File: src/hdl/lprb_pkg.sv
// Package for the lidar point ring binner: widths, word types and angle table.
package lprb_pkg;

    localparam int COORD_BITS   = 24;
    localparam int NRM_W        = (COORD_BITS > 31) ? COORD_BITS : 31;
    localparam int AZ_W         = COORD_BITS + 31;
    localparam int RES_W        = NRM_W + 1;
    localparam int RW           = 2 * NRM_W + 2;
    localparam int NORM_STEPS   = 5;
    localparam int NORM_TOP     = 31;
    localparam int PRE_SHIFT    = 10;
    localparam int CW           = RES_W + 13;
    localparam int ANG_W        = 28;
    localparam int VW           = ANG_W + 3;
    localparam int FRAC_BITS    = 20;
    localparam int CORDIC_STEPS = 24;
    localparam int RING_W       = 5;

    localparam int FS  = 1 + NORM_STEPS + 2 + RES_W;
    localparam int SQ0 = 1 + NORM_STEPS + 2;
    localparam int BS  = 1 + CORDIC_STEPS + 1;

    localparam int QDEPTH = 4;
    localparam int QPTR_W = $clog2(QDEPTH);

    localparam logic signed [VW-1:0] BIAS16 = VW'(16) <<< FRAC_BITS;
    localparam logic signed [VW-1:0] BIAS32 = VW'(92) <<< FRAC_BITS;
    localparam logic signed [VW-1:0] UNIT16 = VW'(2) <<< FRAC_BITS;
    localparam logic signed [VW-1:0] UNIT32 = VW'(4) <<< FRAC_BITS;
    localparam int SHIFT16 = FRAC_BITS + 1;
    localparam int SHIFT32 = FRAC_BITS + 2;
    localparam logic [VW-1:0] LINES16 = VW'(16);
    localparam logic [VW-1:0] LINES32 = VW'(32);
    localparam logic [VW-1:0] HALF16  = VW'(8);
    localparam logic [VW-1:0] HALF32  = VW'(16);

    localparam logic signed [ANG_W-1:0] ATAN_DEG [CORDIC_STEPS] = '{
        28'sd47185920, 28'sd27855475, 28'sd14718068, 28'sd7471121,
        28'sd3750058,  28'sd1876857,  28'sd938658,   28'sd469357,
        28'sd234682,   28'sd117342,   28'sd58671,    28'sd29335,
        28'sd14668,    28'sd7334,     28'sd3667,     28'sd1833,
        28'sd917,      28'sd458,      28'sd229,      28'sd115,
        28'sd57,       28'sd29,       28'sd14,       28'sd7
    };

    typedef struct packed {
        logic signed [COORD_BITS-1:0] x;
        logic signed [COORD_BITS-1:0] y;
        logic signed [COORD_BITS-1:0] z;
        logic                         zneg;
        logic                         mzero;
        logic [AZ_W-1:0]              az;
        logic [NRM_W-1:0]             ax;
        logic [NRM_W-1:0]             ay;
        logic [2*NRM_W-1:0]           sqx;
        logic [2*NRM_W-1:0]           sqy;
        logic [RW-1:0]                rem;
        logic [RES_W-1:0]             root;
    } fr_stage_t;

    typedef struct packed {
        logic signed [COORD_BITS-1:0] x;
        logic signed [COORD_BITS-1:0] y;
        logic signed [COORD_BITS-1:0] z;
        logic                         zneg;
        logic                         mzero;
        logic [AZ_W-1:0]              az;
        logic [RES_W-1:0]             root;
    } q_word_t;

    typedef struct packed {
        logic signed [COORD_BITS-1:0] x;
        logic signed [COORD_BITS-1:0] y;
        logic signed [COORD_BITS-1:0] z;
        logic                         zneg;
        logic                         drop;
        logic                         zero_z;
        logic signed [CW-1:0]         cx;
        logic signed [CW-1:0]         cy;
        logic signed [ANG_W-1:0]      ang;
    } bk_stage_t;

endpackage

File: src/hdl/lprb_queue.sv
// Short word queue between the front and back pipelines.
module lprb_queue (
    input  logic              clk,
    input  logic              rst_n,
    input  logic              push_valid,
    output logic              push_ready,
    input  lprb_pkg::q_word_t push_word,
    output logic              pop_valid,
    input  logic              pop_ready,
    output lprb_pkg::q_word_t pop_word
);

    lprb_pkg::q_word_t mem_reg [lprb_pkg::QDEPTH];
    logic [lprb_pkg::QPTR_W-1:0] wptr_reg, wptr_next;
    logic [lprb_pkg::QPTR_W-1:0] rptr_reg, rptr_next;
    logic [lprb_pkg::QPTR_W:0]   cnt_reg, cnt_next;
    logic push, pop;

    assign push_ready = (cnt_reg != (lprb_pkg::QPTR_W+1)'(lprb_pkg::QDEPTH));
    assign pop_valid  = (cnt_reg != '0);
    assign push       = push_valid && push_ready;
    assign pop        = pop_valid && pop_ready;
    assign pop_word   = mem_reg[rptr_reg];

    always_comb
    begin
        wptr_next = wptr_reg;
        rptr_next = rptr_reg;
        cnt_next  = cnt_reg;
        if (push)
        begin
            wptr_next = (wptr_reg == lprb_pkg::QPTR_W'(lprb_pkg::QDEPTH - 1)) ? '0
                                                                          : wptr_reg + 1'b1;
        end
        if (pop)
        begin
            rptr_next = (rptr_reg == lprb_pkg::QPTR_W'(lprb_pkg::QDEPTH - 1)) ? '0
                                                                          : rptr_reg + 1'b1;
        end
        if (push && !pop)
        begin
            cnt_next = cnt_reg + 1'b1;
        end
        else if (pop && !push)
        begin
            cnt_next = cnt_reg - 1'b1;
        end
    end

    always_ff @(posedge clk or negedge rst_n)
    begin
        if (!rst_n)
        begin
            wptr_reg <= '0;
            rptr_reg <= '0;
            cnt_reg  <= '0;
        end
        else
        begin
            wptr_reg <= wptr_next;
            rptr_reg <= rptr_next;
            cnt_reg  <= cnt_next;
        end
    end

    always_ff @(posedge clk)
    begin
        if (push)
        begin
            mem_reg[wptr_reg] <= push_word;
        end
    end

`ifndef SYNTHESIS
    a_cnt_bound: assert property (@(posedge clk) disable iff (!rst_n)
        cnt_reg <= (lprb_pkg::QPTR_W+1)'(lprb_pkg::QDEPTH))
        else $error("queue count above depth");

    a_cnt_up: assert property (@(posedge clk) disable iff (!rst_n)
        (push && !pop) |=> (cnt_reg == $past(cnt_reg) + 1'b1))
        else $error("queue count did not follow push");
`endif

endmodule

File: config.mk
export PLATFORM = sky130hd
export DESIGN_NAME = lprb_queue
export DESIGN_NICKNAME = d
export VERILOG_FILES = /design/src/hdl/lprb_pkg.sv /design/src/hdl/lprb_queue.sv
export SDC_FILE = /design/constraint.sdc
export NUM_CORES = 1
export LEC_CHECK = 0
export BUFFER_PORTS_ARGS = -buffer_cell sky130_fd_sc_hd__buf_4
export CAP_MARGIN = 40
export CORE_MARGIN = 3
export CORE_UTILIZATION = 35
export DETAILED_ROUTE_END_ITERATION = 16
export GPL_TIMING_DRIVEN = 0
export RECOVER_POWER = 50
export SKIP_LAST_GASP = 1
export SYNTH_ARGS = -nofsm -noshare
export SYNTH_HDL_FRONTEND = slang
export SYNTH_SLANG_ARGS = --single-unit
File: constraint.sdc
create_clock -name clk -period 7.2 [get_ports clk]
set_input_delay 1.44 -clock clk [delete_from_list [all_inputs] [get_ports clk]]
set_output_delay 1.44 -clock clk [all_outputs]
set_load 0.01 [all_outputs]
======== Word-level counts from Yosys, hierarchy flattened ========
Memories as Yosys holds them, arrays and structs flattened.
Index checks and enable logic that the tools add are counted.
cells by class
  div/mod/pow operators ................... 0
  shift operators ......................... 0
  $mul .................................... 0
  bitwise logic cells ..................... 0
  eq/ne operators ......................... 3
  add/sub/neg operators ................... 4
  mux-type cells .......................... 6
  order comparisons ....................... 0
  reduce and logical (&&, ||, !) cells .... 8
operator list
  kind                                                                count
  3-bit two-way mux                                                   2
  2-bit by 1-bit adder with 2-bit output, second input constant       2
  2-bit == test, second input constant                                2
  1-bit logical AND                                                   4
  2-bit two-way mux                                                   2
  3-bit by 1-bit adder with 3-bit output, second input constant       1
  3-bit != test, second input constant                                1
  3-bit nonzero test                                                  1
  3-bit by 1-bit subtractor with 3-bit output, second input constant  1
  1-bit zero test                                                     2
  1-bit two-way mux                                                   2
  2-bit nonzero test                                                  1
storage, ports and cells
  word-level logic and storage cells ...... 25
  flip-flop bits (word level) ............. 7
  memories kept ........................... 1
  bits of input ports ..................... 165
  output and inout bits ................... 163
  latch bits .............................. 0
  RAM bits ................................ 644
  memory bits (read-only) ................. 0
memories
  memory   depth  width  rd ports  clocked after memory_dff  wr ports  line              source
  mem_reg  4      161    1         0                         1         lprb_queue.sv:13  lprb_pkg::q_word_t mem_reg [lprb_pkg::QDEPTH];

======== Longest topological paths before layout ========
Gate-level depths: netlist (run 1).
  word-level depth ........................ 6
  mapped depth ............................ 8
  gate-level depth less buffers ........... 8

======== Worst setup path before layout (run 1) ========
No wires, ideal clock.
  kind .................................... in2reg
  start point ............................. input port push_valid
  end point ............................... memory mem_reg[0][0] in the netlist's numbering (enable)
  data arrival time ....................... 5,518 ps
  setup time .............................. 540 ps
  required time ........................... 6,660 ps
  buffers on the path ..................... 0
  slack ................................... 1,142 ps
  cell stages on the path ................. 2
  cells stage by stage .................... a21boi_1 and2_1
between the ends
  word-level cells in the longest chain between the ends .. 3
RTL lines
  item                                     line              source
  start: declaration                       lprb_queue.sv:5   input logic push_valid,
  1-bit logical AND                        lprb_queue.sv:21  assign push = push_valid && push_ready;
  1-bit two-way mux                        lprb_queue.sv:68  if (push)
  1-bit two-way mux (implied by the code)  lprb_queue.sv:70  mem_reg[wptr_reg] <= push_word;
  end: declaration                         lprb_queue.sv:13
Every way passes these cells.

======== Final worst setup path (run 1) ========
  start point ............................. input port push_valid
  end point ............................... memory mem_reg[2][40] in the netlist's numbering (enable)
between the ends
  word-level cells in the longest chain between the ends .. 3
RTL lines
  item                                     line              source
  1-bit logical AND                        lprb_queue.sv:21
  net push                                 lprb_queue.sv:17  logic push, pop;
  1-bit two-way mux                        lprb_queue.sv:68
  1-bit two-way mux (implied by the code)  lprb_queue.sv:70
The timed path passes the listed nets, and every way through them passes these cells.

==> run metrics, run 1 <==
outcome=complete, but fails checks; violated checks=max-capacitance violations, max-slew violations; worst-skew pair later-pin latency=600 ps; summed area of non-filler cells in the final layout=29200 sq um; DRC viols=0; transition time at the pin with the least slew margin=3050 ps; Synth Area per Inst=26.9 sq um; die outline area=70600 sq um; Hold Crit Endpoint=cnt_reg[2]$_DFFE_PN0P_; count of final hold-check violations=0; GPL Wtd Cong=0.678; net count after synthesis=1050; clock slew seen by the registers of the worst setup and hold paths=60 ps; Total Routing Usage GR=14.0%; RSZ-0062 raised after global routing=false; number of instances in the synthesized netlist=878; FF+latch count, synth=651; standard-cell rows=94; kind of critical path=in -> reg; post-detailed-route via-to-cell ratio=4.83; netlist area before placement=23600 sq um; layout-stage area growth over the synthesis result=23.5%; Worst VDD drop=290 uV; Max-Slew Margin vs Limit=-104%; hold-fix buffer count after cts=0; number of vias after detailed routing=10700; TritonCTS buffer count=71; cts repair resizes=0; placeable core region=66300 sq um; clock tree root driver cell=clkbuf_16; beginning of the worst register-to-register path=cnt_reg[0]$_DFFE_PN0P_; initial core utilization=35.6%; vias in the first global route=11600; kind of end point of the critical path=flop; clock buffer depth=3; warnings from Yosys=0; overflow left after global routing=0; worst path required time=7450 ps; pin count of the biggest net entering global routing=52; post-route ant nets=0; number of search-and-repair iterations in the first detailed-routing pass=4; IO Port Bufs=327; clock sink count=651; Final Slew Violations=127; wire length of the first global-routing pass=73500 um; Synth cell types=19; nets@finish=1462; type of the worst min-delay path=reg -> reg; number of H-tree levels=3; count of boundary I/O pins=328; top cells by area, synth=edfxtp_1, mux4_2, dfrtp_1, buf_6, buf_2; # Max-Cap Violations=4; Routed wire per std cell=22.2 um; Worst Clk Skew=16.3 ps; cells on worst reg2reg path=5; number of instances on the worst hold path=1; TritonCTS clock tree=done; Power Density=433 nW/um^2; min Tclk post-route=4840 ps; HPWL after DPL=31600 um; most frequent cells in the layout=edfxtp_1, clkbuf_1, buf_4, mux4_2, clkbuf_16; final cell count without fillers=2212; flop-to-flop setup slack=2800 ps; max reg flops=644; startpoint of the lowest-slack hold path=cnt_reg[2]$_DFFE_PN0P_; count of filler cells inserted in the layout=5778; total leakage power=9.47 nW; cell accounting for the most synthesized area=edfxtp_1; total wire length=49200 um; setup bufs post-CTS=0; Die Height=266 um; area share of the largest cell type after synthesis=81.9%; placed instance count=2081; DRC marker count from the first detailed-route iteration=664; ratio of final minimum period to clock period=67.2%; Post-DP Area=27500 sq um; horizontal die dimension=266 um; Final setup violation count=0; most common cell after layout, fill and taps aside=edfxtp_1; number of antenna violations at the first check in global routing=7; Worst Setup Start Kind=primary input; achievable clock frequency=207 MHz; layout cells sized above 1=34.6%; largest driver fanout on the critical path=40; final core occ=44.0%; FF-to-FF End=mem_reg[2][40]$_DFFE_PP_; fraction of the yosys area taken by sequential cells=82.6%; arrival time at the worst endpoint=5090 ps
## worst max-delay path by stage
stage / startpoint / to / slack (ps)
3_3_place_gp: push_valid / mem_reg[2][59]$_DFFE_PP_ / -2510
2_1_floorplan: push_valid / mem_reg[0][0]$_DFFE_PP_ / 1140
4_1_cts: rptr_reg[1]$_DFFE_PN0P_ / pop_word[82] / 2960
6_report: push_valid / mem_reg[2][40]$_DFFE_PP_ / 2360
3_5_place_dp: push_valid / mem_reg[2][56]$_DFFE_PP_ / 3470
5_1_grt: push_valid / mem_reg[2][47]$_DFFE_PP_ / 2030
## area by class of cell
| class | count | area [sq um] | share of cell area (%) |
|---|---|---|---|
| Sequential cell | 651 | 19500 | 66.9 |
| Multi-Input combinational cell | 188 | 3860 | 13.3 |
| Timing Repair Buffer | 339 | 2170 | 7.44 |
| Clock buffer | 86 | 1850 | 6.36 |
| Tap cell | 864 | 1080 | 3.71 |
| Clock inverter | 42 | 439 | 1.51 |
| Buffer | 36 | 221 | 0.759 |
| Inverter | 3 | 11.3 | 0.0386 |
| Antenna cell | 3 | 7.51 | 0.0257 |
## cell usage after synthesis, drive strengths merged
cell    count
edfxtp    644
mux4      161
buf        31
dfrtp       7
ha          6
clkbuf      5
mux2        5
and2        4
nor2        4
inv         3
nand2       2
xor2        2
a21boi      1
fa          1
or3         1
xnor2       1
## critical path, stage by stage
cell      delay (ps)
clkbuf_4         100
a21boi_0         620
and2_0          2290
buf_16           280
buf_16           270
## kinds of logic after synthesis
group / count (synthesis) / synth area share, %
DFF: 651 / 82.6
muxes: 166 / 15.6
buffers and inverters: 39 / 1.02
and+or+nand+nor: 11 / 0.228
adders and majority gates: 7 / 0.403
xor gates and xnor gates: 3 / 0.111
AOI/OAI and AO/OA: 1 / 0.0318
## stage by stage
stage | setup WS (ps) | total power [mW] | TNS [ps] | hold WS [ps]
after global placement | -2510 | 9.47 | -1574830 | 492
final | 2360 | 12.6 | 0 | 506
after floorplan | 1140 | 7.50 | 0 | 475
after CTS | 2960 | 12.9 | 0 | 509
after detailed placement | 3470 | 9.36 | 0 | 500
after global routing | 2030 | 13.3 | 0 | 525
## power breakdown
group | switching [mW] | total (mW) | internal, mW | leakage (nW)
clock | 1.42 | 3.53 | 2.10 | 1.10
combinational | 2.04 | 3.95 | 1.91 | 2.39
sequential | 0.143 | 5.15 | 5.01 | 5.98
## layer usage
layer	track usage, %	share of wire, %	vias to the layer above
li1	-	-	4662
met1	17.0	39	5650
met2	23.3	51	270
met3	5.01	7.4	97
met4	4.64	3.0	8
met5	0	0.089	-
Note: power is estimated with default switching activity, not from simulation.
==> run 2, diff against run 1 <==
--- a/config.mk
+++ b/config.mk
@@ -5,6 +5,7 @@
 export SDC_FILE = /design/constraint.sdc
 export NUM_CORES = 1
 export LEC_CHECK = 0
+export ABC_AREA = 1
 export BUFFER_PORTS_ARGS = -buffer_cell sky130_fd_sc_hd__buf_4
 export CAP_MARGIN = 40
 export CORE_MARGIN = 3
==> constraint.sdc (replaced) <==
create_clock -name clk -period 4.5 [get_ports clk]
set_input_delay 0.9 -clock clk [delete_from_list [all_inputs] [get_ports clk]]
set_output_delay 0.9 -clock clk [all_outputs]
set_load 0.01 [all_outputs]
==> run 2 against run 1 <==
The flow still finishes with violations (max-capacitance violations, max-slew violations). Final cell count up 53%. Via count up 52%. Design area up 11%. First-iteration DRC count up 66%. Utilization about the same. Global-route usage up 3.9 points. Clock-buffer cell count up 7. Synthesized area up 11%. Critical path type is now reg -> reg.
==> run metrics, run 2 <==
outcome=complete, but fails checks; violated checks=max-capacitance violations, max-slew violations; cells on worst reg2reg path=8; number of H-tree levels=3; worst slack, placed=1250 ps; HPWL after DPL=47600 um; largest driver fanout on the critical path=21; netlist area before placement=26300 sq um; clock network fraction of total power=25.3%; Max-Slew Margin vs Limit=-10.1%; number of vias after detailed routing=16300; pin count of the biggest net entering global routing=25; arrival time at the worst endpoint=3690 ps; final core occ=44.0%; die outline area=78400 sq um; top cells by area, synth=edfxtp_1, o211ai_1, nand2_1, inv_1, o211ai_2; Final setup violation count=0; wire length of the first global-routing pass=105000 um; # Max-Cap Violations=3; worst-skew pair later-pin latency=590 ps; clock buffer depth=3; clock tree root driver cell=clkbuf_16; min Tclk post-route=3410 ps; warnings from Yosys=0; achievable clock frequency=293 MHz; hold-fix buffer count after cts=0; worst path required time=4780 ps; area used by multi-input combinational logic=4660 sq um; combinational group share of total power=38.9%; internal cell power=14.8 mW; TritonCTS buffer count=72; count of final hold-check violations=0; most common cell in the synthesized netlist=edfxtp_1; initial core utilization=35.7%; Worst Setup EP=mem_reg[2][119]$_DFFE_PP_; post-detailed-route via-to-cell ratio=4.79; FF+latch count, synth=651; total net switching power=8.07 mW; most frequent cells in the layout=edfxtp_1, nand2_1, inv_1, o211ai_1, buf_4; placeable core region=73700 sq um; Die Height=280 um; type of the worst min-delay path=in -> async; Power Density=706 nW/um^2; standard-cell rows=99; net switching fraction of the power=35.2%; ratio of final minimum period to clock period=75.7%; horizontal die dimension=280 um; Total Routing Usage GR=17.9%; cell accounting for the most synthesized area=edfxtp_1; setup bufs post-CTS=0; Routed wire per std cell=20.8 um; Worst VDD drop=337 uV; FF-to-FF End=mem_reg[2][119]$_DFFE_PP_; Worst Setup Start Kind=flop; count of filler cells inserted in the layout=6726; Final Slew Violations=31; number of instances in the synthesized netlist=1937; RSZ-0062 raised after global routing=false; total wire length=70700 um; most used flip-flop cell after synthesis=edfxtp_1; clock slew seen by the registers of the worst setup and hold paths=60 ps; cts repair resizes=0; transition time at the pin with the least slew margin=1650 ps; Synth cell types=19; kind of critical path=reg -> reg; number of search-and-repair iterations in the first detailed-routing pass=5; number of antenna violations at the first check in global routing=13; number of synthesized flops with an enable pin=644; net count after synthesis=2109; Final WS setup=1090 ps; flop-to-flop setup slack=1090 ps; layout-stage area growth over the synthesis result=23.3%; minimum hold slack=206 ps; TritonCTS clock tree=done; fraction of synthesis flops using an asynchronous set or reset pin=1.08%; IO Port Bufs=327; clock sink count=651; kind of end point of the critical path=flop; leading post-synthesis cells by instance count=edfxtp_1, nand2_1, inv_1, o211ai_1, buf_6; nets@finish=2542; flip-flop and latch area=19500 sq um; beginning of the worst register-to-register path=cnt_reg[0]$_DFFE_PN0P_; layout cells sized above 1=18.1%; max reg flops=644; count of boundary I/O pins=328; CP startpoint=cnt_reg[0]$_DFFE_PN0P_; Synth Area per Inst=13.6 sq um; post-route ant nets=0; GPL Wtd Cong=0.739; area share of the largest cell type after synthesis=73.6%; total leakage power=12.5 nW; most common cell after layout, fill and taps aside=edfxtp_1; fraction of the yosys area taken by sequential cells=74.2%; DRC viols=0; vias in the first global route=16900; DRC marker count from the first detailed-route iteration=1100; power share of the sequential group=35.8%; Worst Clk Skew=23.9 ps; overflow left after global routing=0
[run 2: logic make-up after synthesis]
| family | Yosys count | synth area share, % |
|---|---|---|
| xor gates and xnor gates | 1 | 0.0333 |
| DFF | 651 | 74.2 |
| and+or+nand+nor | 512 | 7.35 |
| AOI/OAI and AO/OA | 323 | 9.96 |
| adders and majority gates | 7 | 0.362 |
| buffers and inverters | 443 | 8.08 |
[run 2: stage by stage]
stage          std cells  power, mW  TNS (ps)  cell area (sq um)
5_1_grt             3388       24.2         0              32400
2_1_floorplan       1937       13.1   -793960              26300
4_1_cts             3384       23.4         0              33000
6_report            3395       22.9         0              32400
3_3_place_gp        3223       17.4  -3447740              30000
3_5_place_dp        3255       17.5         0              30700
[run 2: worst min-delay path by stage]
stage / start / endpoint / slack [ps] / cells past startpoint
floorplan: cnt_reg[2]$_DFFE_PN0P_ / cnt_reg[2]$_DFFE_PN0P_ / 460 / 2
global placement: cnt_reg[2]$_DFFE_PN0P_ / cnt_reg[2]$_DFFE_PN0P_ / 490 / 2
detailed placement: cnt_reg[2]$_DFFE_PN0P_ / cnt_reg[2]$_DFFE_PN0P_ / 510 / 2
CTS: rst_n / wptr_reg[0]$_DFFE_PN0P_ / 60 / 1
global route: rst_n / wptr_reg[0]$_DFFE_PN0P_ / 200 / 1
finish: rst_n / cnt_reg[0]$_DFFE_PN0P_ / 210 / 1
[run 2: layout make-up]
type,instances,share of cell area [%]
diodes,11,0.0849
plain buffers,107,2.64
clock buffers,93,6.03
clock inverters,36,1.16
inverters,336,3.90
multi-input cells,843,14.4
flip-flops and latches,651,60.2
well taps,959,3.70
repair buffers,359,7.91
[run 2: critical path, cell delays in order, from the launching register on]
cell and delay (ps):
dfrtp_1 420, inv_1 90, nand3_1 180, nand2_1 220
nor2_1 1270, buf_16 260, buf_12 200, buf_12 200
buf_12 210
[run 2: routing by layer]
| layer | track usage (%) | wire length, um |
|---|---|---|
| met2 | 30.7 | 35400 |
| met1 | 22.4 | 29000 |
| met4 | 5.77 | 1660 |
| met3 | 4.20 | 4500 |
| met5 | 0 | 87 |
[run 2: power groups by stage]
stage / sequential, mW / clock [mW] / combinational [mW]
6_report: 8.20 / 5.80 / 8.90
5_1_grt: 8.28 / 6.21 / 9.73
4_1_cts: 8.20 / 5.95 / 9.24
3_5_place_dp: 8.33 / 0 / 9.21
3_3_place_gp: 8.67 / 0 / 8.68
2_1_floorplan: 8.45 / 0 / 4.62
